File: src/sv/wfd_pkg.sv
// wfd_pkg: shared types and constants for the wall-follow drive controller
// used by wfd_step, wall_follow_drive_fsm and wfd_checker; no dependencies
`timescale 1ns / 1ps

package wfd_pkg;

    // drive modes, also the encoding of the mode_code result field
    typedef enum logic [2:0] {
        MODE_WAIT_WALL   = 3'd0,
        MODE_WAIT_CLEAR  = 3'd1,
        MODE_FOLLOW      = 3'd2,
        MODE_TURN_LEFT   = 3'd3,
        MODE_TURN_RIGHT  = 3'd4,
        MODE_NUDGE_LEFT  = 3'd5,
        MODE_NUDGE_RIGHT = 3'd6,
        MODE_RESUME      = 3'd7
    } mode_t;

    // motor direction codes
    typedef enum logic [1:0] {
        DIR_STOP = 2'd0,
        DIR_FWD  = 2'd1,
        DIR_BACK = 2'd2
    } dir_t;

    // configuration register indexes
    typedef enum logic [2:0] {
        REG_SAFE_DIST       = 3'd0,
        REG_FRONT_SAFE_DIST = 3'd1,
        REG_WALL_MARGIN     = 3'd2,
        REG_NUDGE_ANGLE     = 3'd3,
        REG_TURN_MARGIN     = 3'd4,
        REG_DRIVE_SPEED     = 3'd5
    } reg_idx_t;

    localparam int CFG_INDEX_W = 3;
    localparam int CFG_DATA_W  = 12;
    localparam int DIST_W      = 10;
    localparam int YAW_W       = 16;
    localparam int HEAD_W      = 18;
    localparam int ANGLE_W     = 12;
    localparam int SPEED_W     = 8;
    localparam int IN_DATA_W   = 48;
    localparam int OUT_DATA_W  = 32;

    // 90 degrees in tenths
    localparam logic signed [HEAD_W-1:0] TURN_TENTHS = 18'sd900;

    localparam logic [DIST_W-1:0]  SAFE_DIST_RST       = 10'd30;
    localparam logic [DIST_W-1:0]  FRONT_SAFE_DIST_RST = 10'd30;
    localparam logic [DIST_W-1:0]  WALL_MARGIN_RST     = 10'd5;
    localparam logic [ANGLE_W-1:0] NUDGE_ANGLE_RST     = 12'd100;
    localparam logic [DIST_W-1:0]  TURN_MARGIN_RST     = 10'd100;
    localparam logic [SPEED_W-1:0] DRIVE_SPEED_RST     = 8'd255;

    typedef struct packed {
        logic [DIST_W-1:0]  safe_dist;
        logic [DIST_W-1:0]  front_safe_dist;
        logic [DIST_W-1:0]  wall_margin;
        logic [ANGLE_W-1:0] nudge_angle;
        logic [DIST_W-1:0]  turn_margin;
        logic [SPEED_W-1:0] drive_speed;
    } cfg_t;

    typedef struct packed {
        logic [DIST_W-1:0]        front_dist;
        logic [DIST_W-1:0]        back_dist;
        logic [DIST_W-1:0]        right_dist;
        logic signed [YAW_W-1:0]  yaw;
    } item_t;

    typedef struct packed {
        mode_t                    current;
        mode_t                    pending;
        logic                     first;
        logic signed [HEAD_W-1:0] target;
    } ctrl_state_t;

    typedef struct packed {
        logic               drive_update;
        dir_t               left_dir;
        logic [SPEED_W-1:0] left_speed;
        dir_t               right_dir;
        logic [SPEED_W-1:0] right_speed;
        mode_t              mode;
        logic               front_blocked;
        logic               back_blocked;
        logic               right_blocked;
    } result_t;

endpackage

File: src/sv/wfd_step.sv
// wfd_step: one controller tick, flags, mode transition and motor command
// combinational; depends on wfd_pkg
`timescale 1ns / 1ps

module wfd_step (
    input  wfd_pkg::cfg_t        cfg,
    input  wfd_pkg::ctrl_state_t state_cur,
    input  wfd_pkg::item_t       item,
    output wfd_pkg::ctrl_state_t state_next,
    output wfd_pkg::result_t     result
);
    import wfd_pkg::*;

    logic                     front_blk;
    logic                     back_blk;
    logic                     right_blk;
    logic signed [11:0]       band_lo;
    logic [10:0]              band_hi;
    logic                     too_close;
    logic                     too_far;
    logic signed [HEAD_W-1:0] yaw_ext;
    logic signed [HEAD_W-1:0] turn_m;
    logic signed [HEAD_W-1:0] nudge_a;
    mode_t                    pend;
    logic signed [HEAD_W-1:0] tgt;
    mode_t                    cur;
    dir_t                     ldir;
    dir_t                     rdir;
    logic                     upd;

    assign front_blk = item.front_dist <= cfg.front_safe_dist;
    assign back_blk  = item.back_dist  <= cfg.safe_dist;
    assign right_blk = item.right_dist <= cfg.safe_dist;

    // lower band edge can go negative
    assign band_lo   = signed'({2'b00, cfg.safe_dist}) - signed'({2'b00, cfg.wall_margin});
    assign band_hi   = {1'b0, cfg.safe_dist} + {1'b0, cfg.wall_margin};
    assign too_close = signed'({2'b00, item.right_dist}) < band_lo;
    assign too_far   = {1'b0, item.right_dist} > band_hi;

    assign yaw_ext = HEAD_W'(item.yaw);
    assign turn_m  = signed'({8'd0, cfg.turn_margin});
    assign nudge_a = signed'({6'd0, cfg.nudge_angle});

    always_comb begin
        pend = state_cur.pending;
        tgt  = state_cur.target;
        case (state_cur.current)
            MODE_WAIT_WALL: begin
                if (right_blk && back_blk) pend = MODE_WAIT_CLEAR;
            end
            MODE_WAIT_CLEAR: begin
                if (!front_blk) pend = MODE_FOLLOW;
            end
            MODE_FOLLOW: begin
                if (front_blk) begin
                    pend = MODE_TURN_LEFT;
                    tgt  = yaw_ext + TURN_TENTHS - turn_m;
                end else if (!right_blk) begin
                    pend = MODE_TURN_RIGHT;
                    tgt  = yaw_ext - TURN_TENTHS + turn_m;
                end else if (too_close) begin
                    pend = MODE_NUDGE_LEFT;
                    tgt  = yaw_ext + nudge_a;
                end else if (too_far) begin
                    pend = MODE_NUDGE_RIGHT;
                    tgt  = yaw_ext - nudge_a;
                end
            end
            MODE_TURN_LEFT: begin
                if (state_cur.target <= yaw_ext) pend = MODE_RESUME;
            end
            MODE_TURN_RIGHT: begin
                if (state_cur.target >= yaw_ext) pend = MODE_RESUME;
            end
            MODE_NUDGE_LEFT: begin
                if (state_cur.target <= yaw_ext) pend = MODE_FOLLOW;
            end
            MODE_NUDGE_RIGHT: begin
                if (state_cur.target >= yaw_ext) pend = MODE_FOLLOW;
            end
            MODE_RESUME: begin
                if (right_blk) pend = MODE_FOLLOW;
            end
            default: begin
                pend = state_cur.pending;
            end
        endcase
    end

    // first tick after reset forces the start mode, pending keeps its value
    assign cur = state_cur.first ? MODE_WAIT_WALL : pend;

    always_comb begin
        ldir = DIR_STOP;
        rdir = DIR_STOP;
        upd  = 1'b1;
        case (cur)
            MODE_FOLLOW, MODE_RESUME: begin
                ldir = DIR_FWD;
                rdir = DIR_BACK;
            end
            MODE_TURN_LEFT: begin
                ldir = DIR_BACK;
                rdir = DIR_BACK;
            end
            MODE_TURN_RIGHT: begin
                ldir = DIR_FWD;
                rdir = DIR_FWD;
            end
            MODE_NUDGE_LEFT: begin
                rdir = DIR_BACK;
            end
            MODE_NUDGE_RIGHT: begin
                ldir = DIR_FWD;
            end
            default: begin
                upd = 1'b0;
            end
        endcase
    end

    assign state_next.current = cur;
    assign state_next.pending = pend;
    assign state_next.first   = 1'b0;
    assign state_next.target  = tgt;

    assign result.drive_update  = upd;
    assign result.left_dir      = ldir;
    assign result.left_speed    = (ldir != DIR_STOP) ? cfg.drive_speed : '0;
    assign result.right_dir     = rdir;
    assign result.right_speed   = (rdir != DIR_STOP) ? cfg.drive_speed : '0;
    assign result.mode          = cur;
    assign result.front_blocked = front_blk;
    assign result.back_blocked  = back_blk;
    assign result.right_blocked = right_blk;

endmodule

File: src/sv/wall_follow_drive_fsm.sv
// wall_follow_drive_fsm: top level of the right-wall-following drive controller
// input register, wfd_step logic, result register; depends on wfd_pkg, wfd_step
`timescale 1ns / 1ps

// Usage
//   s_ channel: one sensor tick per beat (front, back, right distance, yaw).
//   m_ channel: one result beat per tick: motor command, mode, obstacle flags.
//   cfg port: cfg_wr_en writes cfg_wdata into register cfg_index at the clock
//   edge; write only while no tick is in flight. Unknown indexes are ignored.
// Path: an accepted tick is held in the input register, then stepped into the
//   result register, from which the result beat is offered on m_.
// Throughput: one tick per cycle while m_tready stays high, set by the state
//   update loop (mode, pending mode and target heading are written with the result).
// Reset (aresetn low, synchronous): both stages empty, registers at their
//   defaults, mode wait-for-wall, first-tick flag set so the first tick after
//   reset reports wait-for-wall.
// Stall: while m_tready is low the result beat holds; one more tick is taken
//   into the input register, then s_tready drops until the result is taken.
module wall_follow_drive_fsm (
    input  logic                                aclk,
    input  logic                                aresetn,
    // fields from bit 0: front_distance[9:0], back_distance[19:10],
    // right_distance[29:20], yaw_angle[45:30], zero fill [47:46]
    input  logic [wfd_pkg::IN_DATA_W-1:0]       s_tdata,
    input  logic                                s_tvalid,
    output logic                                s_tready,
    // fields from bit 0: drive_update[0], left_direction[2:1],
    // left_speed[10:3], right_direction[12:11], right_speed[20:13],
    // mode_code[23:21], front_blocked[24], back_blocked[25],
    // right_blocked[26], zero fill [31:27]
    output logic [wfd_pkg::OUT_DATA_W-1:0]      m_tdata,
    output logic                                m_tvalid,
    input  logic                                m_tready,
    input  logic                                cfg_wr_en,
    input  logic [wfd_pkg::CFG_INDEX_W-1:0]     cfg_index,
    input  logic [wfd_pkg::CFG_DATA_W-1:0]      cfg_wdata
);
    import wfd_pkg::*;

    cfg_t        cfg_reg;
    ctrl_state_t state_reg;
    ctrl_state_t state_next;
    item_t       in_item_reg;
    logic        in_valid_reg;
    logic        out_valid_reg;
    result_t     result_next;
    logic [OUT_DATA_W-1:0] out_data_reg;
    logic [OUT_DATA_W-1:0] out_data_next;
    logic        advance;
    logic        s_accept;

    // input stage moves to the result register when that is free or draining
    assign advance  = in_valid_reg && (!out_valid_reg || m_tready);
    assign s_tready = !in_valid_reg || advance;
    assign s_accept = s_tvalid && s_tready;

    assign m_tvalid = out_valid_reg;
    assign m_tdata  = out_data_reg;

    wfd_step u_step (
        .cfg        (cfg_reg),
        .state_cur  (state_reg),
        .item       (in_item_reg),
        .state_next (state_next),
        .result     (result_next)
    );

    assign out_data_next = {
        5'd0,
        result_next.right_blocked,
        result_next.back_blocked,
        result_next.front_blocked,
        result_next.mode,
        result_next.right_speed,
        result_next.right_dir,
        result_next.left_speed,
        result_next.left_dir,
        result_next.drive_update
    };

    // configuration registers
    always_ff @(posedge aclk) begin
        if (!aresetn) begin
            cfg_reg.safe_dist       <= SAFE_DIST_RST;
            cfg_reg.front_safe_dist <= FRONT_SAFE_DIST_RST;
            cfg_reg.wall_margin     <= WALL_MARGIN_RST;
            cfg_reg.nudge_angle     <= NUDGE_ANGLE_RST;
            cfg_reg.turn_margin     <= TURN_MARGIN_RST;
            cfg_reg.drive_speed     <= DRIVE_SPEED_RST;
        end else if (cfg_wr_en) begin
            case (cfg_index)
                REG_SAFE_DIST:       cfg_reg.safe_dist       <= cfg_wdata[DIST_W-1:0];
                REG_FRONT_SAFE_DIST: cfg_reg.front_safe_dist <= cfg_wdata[DIST_W-1:0];
                REG_WALL_MARGIN:     cfg_reg.wall_margin     <= cfg_wdata[DIST_W-1:0];
                REG_NUDGE_ANGLE:     cfg_reg.nudge_angle     <= cfg_wdata[ANGLE_W-1:0];
                REG_TURN_MARGIN:     cfg_reg.turn_margin     <= cfg_wdata[DIST_W-1:0];
                REG_DRIVE_SPEED:     cfg_reg.drive_speed     <= cfg_wdata[SPEED_W-1:0];
                default: begin
                end
            endcase
        end
    end

    // controller state, stepped once per tick that reaches the result register
    always_ff @(posedge aclk) begin
        if (!aresetn) begin
            state_reg.current <= MODE_WAIT_WALL;
            state_reg.pending <= MODE_WAIT_WALL;
            state_reg.first   <= 1'b1;
            state_reg.target  <= '0;
        end else if (advance) begin
            state_reg <= state_next;
        end
    end

    // valid flags of both stages
    always_ff @(posedge aclk) begin
        if (!aresetn) begin
            in_valid_reg  <= 1'b0;
            out_valid_reg <= 1'b0;
        end else begin
            if (s_accept) begin
                in_valid_reg <= 1'b1;
            end else if (advance) begin
                in_valid_reg <= 1'b0;
            end
            if (advance) begin
                out_valid_reg <= 1'b1;
            end else if (m_tready) begin
                out_valid_reg <= 1'b0;
            end
        end
    end

    // payload registers
    always_ff @(posedge aclk) begin
        if (s_accept) begin
            in_item_reg.front_dist <= s_tdata[9:0];
            in_item_reg.back_dist  <= s_tdata[19:10];
            in_item_reg.right_dist <= s_tdata[29:20];
            in_item_reg.yaw        <= signed'(s_tdata[45:30]);
        end
        if (advance) begin
            out_data_reg <= out_data_next;
        end
    end

endmodule

File: config.mk
export PLATFORM = sky130hd
export DESIGN_NAME = wall_follow_drive_fsm
export DESIGN_NICKNAME = d
export VERILOG_FILES = /design/src/sv/wfd_pkg.sv /design/src/sv/wfd_step.sv /design/src/sv/wall_follow_drive_fsm.sv
export SDC_FILE = /design/constraint.sdc
export NUM_CORES = 1
export LEC_CHECK = 0
export ABC_AREA = 0
export BUFFER_PORTS_ARGS = -buffer_cell sky130_fd_sc_hd__buf_2
export CAP_MARGIN = 20
export CORE_MARGIN = 10
export CORE_UTILIZATION = 66
export DETAILED_ROUTE_END_ITERATION = 8
export PLACE_DENSITY = 0.83
export SYNTH_ARGS = -nofsm -noshare
export SYNTH_HDL_FRONTEND = slang
export SYNTH_SLANG_ARGS = --single-unit
export TNS_END_PERCENT = 30
File: constraint.sdc
create_clock -name aclk -period 12.3 [get_ports aclk]
set_clock_uncertainty 0.15 [all_clocks]
set_input_delay 3.075 -clock aclk [delete_from_list [all_inputs] [get_ports aclk]]
set_output_delay 3.075 -clock aclk [all_outputs]
set_load 0.01 [all_outputs]
---- Yosys cells after proc, flatten, opt, wreduce, memory -nomap -nowiden ----
Index checks and enable logic that the tools add are counted.
Widths: inputs -> output; s select.
word-level totals
  register bits after elaboration ......... 160
  bits of input ports ..................... 68
  output and inout port bits .............. 34
  word-level logic and storage cells ...... 100
cells by class
  $add $sub $neg .......................... 8
  magnitude comparators ................... 7
  equal/unequal tests ..................... 19
  multiplexer cells ....................... 24
  reductions and logical operators ........ 23
operators by type and width
  operator                count
  $mux 18                 4
  $mux 3                  12
  $eq 3x3->1 const B      10
  $le 10x10->1            3
  $pmux 3 s8              1
  $add 18x11->18          1
  $eq 3x2->1 const B      6
  $ge 18x16->1            1
  $le 18x16->1            1
  $sub 18x11->18          1
  $add 16x11->17 const B  1
  $add 16x13->17          1
  $sub 16x11->17 const B  1
  $sub 16x13->17          1
  $lt 11x12->1            1
  $reduce_and 2->1        6
  $add 10x10->11          1
  $gt 10x11->1            1
  $sub 10x10->11          1
  $pmux 2 s2              2
  $reduce_bool 2->1       4
  $reduce_or 4->1         2
  $eq 3x1->1 const B      2
  $logic_not 3->1         2
  other kinds (7)         15

---- Longest topological paths before layout ----
  depth in word-level cells ............... 12
  mapped depth ............................ 29
  depth with buffers taken out ............ 27

---- By module ----
A second synthesis with hierarchy kept.
unflattened totals
  cell total of the unflattened synthesis .. 1378
  area total of the unflattened synthesis .. 12182.9 um^2
by module, submodules not included
  module                 times used  cells each  area an instance (um^2)  sequential area each (um^2)
  wfd_step               1           956         6762.7                   0.0
  wall_follow_drive_fsm  1           422         5420.2                   3933.8

---- Worst setup path after synthesis ----
No wires, ideal clock.
  kind .................................... input port to output port
  start point ............................. input port m_tready
  end point ............................... output port s_tready
  arrival ................................. 3.372 ns
  required time ........................... 9.075 ns
  setup slack ............................. 5.703 ns
  stages .................................. 2
  buffers on the path ..................... 0
  path through ............................ nor2b_1 > nand2_1
between the ends
  word-level cells in the longest chain between the ends .. 3
ends and longest elaborated chain
  item                RTL line                     source
  start: declaration  wall_follow_drive_fsm.sv:33  input logic m_tready,
  $logic_or 1x1->1    wall_follow_drive_fsm.sv:53  assign advance = in_valid_reg && (!out_valid_reg || m_tready);
  $logic_and 1x1->1   wall_follow_drive_fsm.sv:53
  $logic_or 1x1->1    wall_follow_drive_fsm.sv:54  assign s_tready = !in_valid_reg || advance;
  end: declaration    wall_follow_drive_fsm.sv:26  output logic s_tready,
No other way between the ends.

---- Final worst setup path ----
  start point ............................. register cfg_reg[31] in the netlist's numbering
  end point ............................... register state_reg[15] in the netlist's numbering
between the ends
  word-level cells in the longest chain between the ends .. 5
  elaborated cells between the ends (all ways) .. 9
  classes of those cells .................. add/sub: 2; order compare: 2; eq/ne: 1; mux: 3; reduce/logical: 1
ends and longest elaborated chain
  item                    RTL line                      source
  start: declaration      wall_follow_drive_fsm.sv:40   cfg_t cfg_reg;
  $sub 10x10->11          wfd_step.sv:36                assign band_lo = signed'({2'b00, cfg.safe_dist}) - signed'({2'b00, cfg.wall_margin});
  $lt 11x12->1            wfd_step.sv:38                assign too_close = signed'({2'b00, item.right_dist}) < band_lo;
  $mux 18                 wfd_step.sv:62                end else if (too_close) begin
  $mux 18                 wfd_step.sv:59                end else if (!right_blk) begin
  $mux 18                 wfd_step.sv:56                if (front_blk) begin
  end signal: assignment  wall_follow_drive_fsm.sv:112  state_reg <= state_next;
  end: declaration        wall_follow_drive_fsm.sv:41   ctrl_state_t state_reg;
Several ways; a longest one is shown, not always the timed one.
A chain may end at the register's enable or synchronous reset.

==> results.rst <==
.. list-table::
   :header-rows: 1

   * - Metric
     - Value
   * - Result of the run
     - finished clean
   * - Data required time at the worst endpoint
     - 12.51 ns
   * - CP delay by family, top
     - compound AO/OA/AOI/OAI gates
   * - Final Wtd Congestion
     - about 0.95
   * - Wire length of the first global-routing pass
     - ~48000 µm
   * - Worst path arrival time
     - slightly above 7 ns
   * - Most common cell after layout, fill and taps aside
     - sky130_fd_sc_hd__nand2_1
   * - Normalized max-slew margin
     - between 20 and 30%
   * - Number of max-cap violations
     - 0
   * - FFs w/ async S/R, synth
     - 0%
   * - Worst-skew pair later-pin latency
     - around 0.44 ns
   * - GRT busiest layer
     - met2
   * - Htree depth
     - 4
   * - Final setup violation count
     - 0
   * - Final worst path period share
     - a little under three fifths
   * - Power Internal
     - roughly 1.0 mW
   * - Area of the mapped netlist
     - about 11000 µm²
   * - Die boundary width
     - 151 µm
   * - Detail-routed net length per standard cell
     - 18.3 µm
   * - Iteration-0 DRC Markers
     - approximately 970
   * - P_leak
     - slightly above 5 nW
   * - Total of fill cells in the finished design
     - approximately 1200
   * - Worst path max stage delay
     - roughly 0.73 ns
   * - Setup Fix Bufs, Post-CTS
     - 0
   * - Pin count of the biggest net entering global routing
     - 56
   * - PostCTS Resize Cnt
     - 0
   * - HPWL after DPL
     - around 22000 µm
   * - Fmax
     - between 0.1 and 0.15 GHz
   * - Port buffer count
     - 94
   * - Bufs on Longest Clock Path
     - 2
   * - Sequential element share of the synthesized area
     - approximately a third
   * - Synthesized netlist cell count
     - approximately 1300
   * - Number of vias per cell after detailed routing
     - a little over 6
   * - Placed instance area
     - 11800 µm²
   * - Floorplan Core Area
     - ~17000 µm²
   * - Total gr overflow
     - 0
   * - DR DRC count
     - 0
   * - Yosys warning count
     - 0
   * - Instance count on the critical path
     - 27
   * - Main flop type after synthesis
     - sky130_fd_sc_hd__dfxtp_1
   * - Actual transition at the worst max-transition pin
     - between 1 and 1.5 ns
   * - Worst min-delay path category
     - flip-flop to flip-flop
   * - Critical path start-end classification
     - flip-flop to flip-flop
   * - Pins Over Slew Limit
     - 0
   * - Share of power burned in combinational logic
     - 25.6%
   * - RSZ-0062 raised after global routing
     - no
   * - Crit Path Max Fanout
     - 7
   * - Clock-pin slew on the worst setup and hold paths
     - about 0.070 ns
   * - CP max-delay cell
     - sky130_fd_sc_hd__nor2_1
   * - Antenna violations before repair
     - 0
   * - Switching component of the power
     - 0.489 mW
   * - Post-synthesis sequential element count
     - between 150 and 200
   * - Clk pwr share
     - between 30% and 40%
   * - Global Route met2 Usage
     - between 40% and 50%
   * - Final instance area
     - approximately 12000 µm²
   * - Max FFs per register
     - 60
   * - Overall Global Routing Usage
     - a little over a quarter
   * - Switching part of the total power
     - approximately 33%
   * - Number of global-route vias before repair
     - ~9400
   * - Number of hold buffers added after cts
     - 0
   * - Number of nets with antenna violations after detailed routing
     - 0
   * - Depth of the worst hold-timing path
     - 2
   * - CTS tree
     - yes
   * - Seq pwr share
     - about 40%
   * - Global routing usage on met1
     - between 30% and 40%
   * - Worst reg2reg path depth
     - 27
   * - Standard-cell row count
     - 47
   * - Via count of the routed design
     - between 9000 and 10000
   * - Routing usage on met3
     - roughly 5.7%
   * - Count of endpoints failing hold in the final timing report
     - 0
   * - Kind of launch point of the worst setup path
     - flip-flop
   * - DIE AREA
     - 22700 µm²
   * - Clock root buffer
     - sky130_fd_sc_hd__clkbuf_16
   * - Starting density of the core
     - roughly two thirds
   * - Detailed-route wire length
     - between 20000 and 30000 µm
   * - Most frequent cells in the layout
     - sky130_fd_sc_hd__nand2_1, sky130_fd_sc_hd__ha_1, sky130_fd_sc_hd__a21oi_1
   * - Fraction of layout cells with a size suffix above 1
     - between 10% and 20%
   * - Total power density per cell area
     - 121 nW/µm²
   * - Synthesis-to-finish area growth
     - 10.5%
   * - EDFF count, synth
     - 73
   * - Count of nets after finishing
     - approximately 1600
   * - Post-layout minimum cycle time
     - slightly below 7 ns
   * - Most repeated library cell on the critical path
     - sky130_fd_sc_hd__o21ai_0
   * - Chip height
     - between 150 and 200 µm
   * - Top-level port count
     - just over 100
   * - Length of the first detailed-routing pass in iterations
     - 5
   * - Count of unique library cells instantiated by Yosys
     - 85
   * - Clock sink total
     - 160
   * - Number of buffers added by the clock tree synthesis step
     - 17
   * - Category of the worst setup path capture point
     - flip-flop
   * - Sum Neg Setup Slack
     - 0 ns
   * - Worst ir drop on vdd
     - between 0.1 and 0.15 mV
   * - Syn Area/Cell
     - around 8.6 µm²
   * - Bufs and invs on worst path
     - 1
   * - Final antenna diode count
     - 0
## metal layers
metal	up-vias	part of all wire [%]
li1	4808	-
met1	4579	45
met2	449	44
met3	50	9.6
met4	0	1.9
met5	-	0
## path summary, 6_finish.rpt
path,startpoint,slack [ns],to
worst max register to register,cfg_reg[31],5.43,state_reg[15]
worst min register to register,cfg_reg[47],0.31,cfg_reg[47]
worst min-delay path,cfg_reg[47],0.31,cfg_reg[47]
worst max-delay path,cfg_reg[31],5.43,state_reg[15]
## worst reg2reg max path, stage by stage (launching register included)
cell and delay [ns]:
sky130_fd_sc_hd__dfxtp_1 0.42, sky130_fd_sc_hd__inv_1 0.12, sky130_fd_sc_hd__ha_1 0.32, sky130_fd_sc_hd__nor2b_1 0.14
sky130_fd_sc_hd__o21ai_0 0.24, sky130_fd_sc_hd__a21oi_1 0.12, sky130_fd_sc_hd__o21ai_0 0.25, sky130_fd_sc_hd__a21oi_1 0.14
sky130_fd_sc_hd__o21a_1 0.20, sky130_fd_sc_hd__o21a_1 0.19, sky130_fd_sc_hd__or2_2 0.29, sky130_fd_sc_hd__ha_1 0.18
sky130_fd_sc_hd__a21o_1 0.15, sky130_fd_sc_hd__a21oi_1 0.12, sky130_fd_sc_hd__o21ai_0 0.20, sky130_fd_sc_hd__nor2_1 0.73
sky130_fd_sc_hd__nor2_1 0.11, sky130_fd_sc_hd__xor2_1 0.18, sky130_fd_sc_hd__ha_1 0.34, sky130_fd_sc_hd__o21ai_0 0.10
sky130_fd_sc_hd__nor2_1 0.26, sky130_fd_sc_hd__a221oi_1 0.16, sky130_fd_sc_hd__o31ai_1 0.47, sky130_fd_sc_hd__nand3_1 0.19
sky130_fd_sc_hd__and3_1 0.20, sky130_fd_sc_hd__o31ai_1 0.45, sky130_fd_sc_hd__o2111ai_1 0.17, sky130_fd_sc_hd__o21ai_0 0.18
## synthesized netlist by cell type (9+ instances only)
master / number / area [µm²]
sky130_fd_sc_hd__ha_1: 126 / 1580
sky130_fd_sc_hd__edfxtp_1: 73 / 2190
sky130_fd_sc_hd__clkbuf_1: 33 / 124
sky130_fd_sc_hd__o21ai_0: 46 / 230
sky130_fd_sc_hd__nor2b_1: 23 / 144
sky130_fd_sc_hd__a21o_1: 11 / 82.6
sky130_fd_sc_hd__xor2_1: 18 / 158
sky130_fd_sc_hd__a31oi_1: 12 / 75.1
sky130_fd_sc_hd__and3_1: 9 / 56.3
sky130_fd_sc_hd__a311oi_1: 9 / 78.8
sky130_fd_sc_hd__o31ai_1: 10 / 75.1
sky130_fd_sc_hd__nand2b_1: 11 / 68.8
sky130_fd_sc_hd__xnor2_1: 55 / 482
sky130_fd_sc_hd__a21oi_1: 101 / 505
sky130_fd_sc_hd__dfxtp_1: 87 / 1740
sky130_fd_sc_hd__nand4_1: 12 / 75.1
sky130_fd_sc_hd__a211oi_1: 14 / 105
sky130_fd_sc_hd__o211ai_1: 24 / 180
sky130_fd_sc_hd__inv_1: 91 / 342
sky130_fd_sc_hd__o21a_1: 15 / 113
sky130_fd_sc_hd__nor3_1: 29 / 145
sky130_fd_sc_hd__nand3_1: 38 / 190
sky130_fd_sc_hd__nand2_1: 194 / 728
sky130_fd_sc_hd__nor2_1: 91 / 342
sky130_fd_sc_hd__or3_1: 13 / 81.3
## logic make-up after synthesis
family / after synthesis / share of synthesized area [%]
and+or+nand+nor: 470 / 19.6
AOI/OAI and AO/OA: 314 / 18.9
DFF: 160 / 35.0
buffers and inverters: 145 / 5.09
adders and majority gates: 131 / 14.9
xor gates and xnor gates: 73 / 5.68
muxes: 9 / 0.856
other: 1 / 0.0333
## power by group through the flow
stage	logic, mW	registers, mW	clock network (mW)
6_report	0.385	0.596	0.522
5_1_grt	0.427	0.598	0.547
4_1_cts	0.375	0.596	0.524
3_5_place_dp	0.370	0.608	0
3_3_place_gp	0.360	0.607	0
2_1_floorplan	0.279	0.602	0
## per-stage QoR
step / std cells / utilization, % / hold WS [ns] / setup WS [ns] / power, mW
3_3_place_gp: 1573 / 71.0 / 0.293 / 5.48 / 0.967
6_report: 1607 / 74.7 / 0.312 / 5.43 / 1.50
2_1_floorplan: 1307 / - / 0.286 / 5.70 / 0.880
4_1_cts: 1605 / 74.5 / 0.311 / 5.46 / 1.50
3_5_place_dp: 1573 / 71.0 / 0.302 / 5.46 / 0.978
5_1_grt: 1607 / 74.7 / 0.323 / 4.93 / 1.57
## cell type report
cell class	count	area [µm²]	share of cell area [%]
Sequential cell	160	3930	31.6
Clock buffer	17	425	3.42
Timing Repair Buffer	99	533	4.29
Multi-Input combinational cell	1002	6770	54.4
Inverter	94	353	2.84
Clock inverter	15	148	1.19
Tap cell	220	275	2.21
Note: power is estimated with default switching activity, not from simulation.
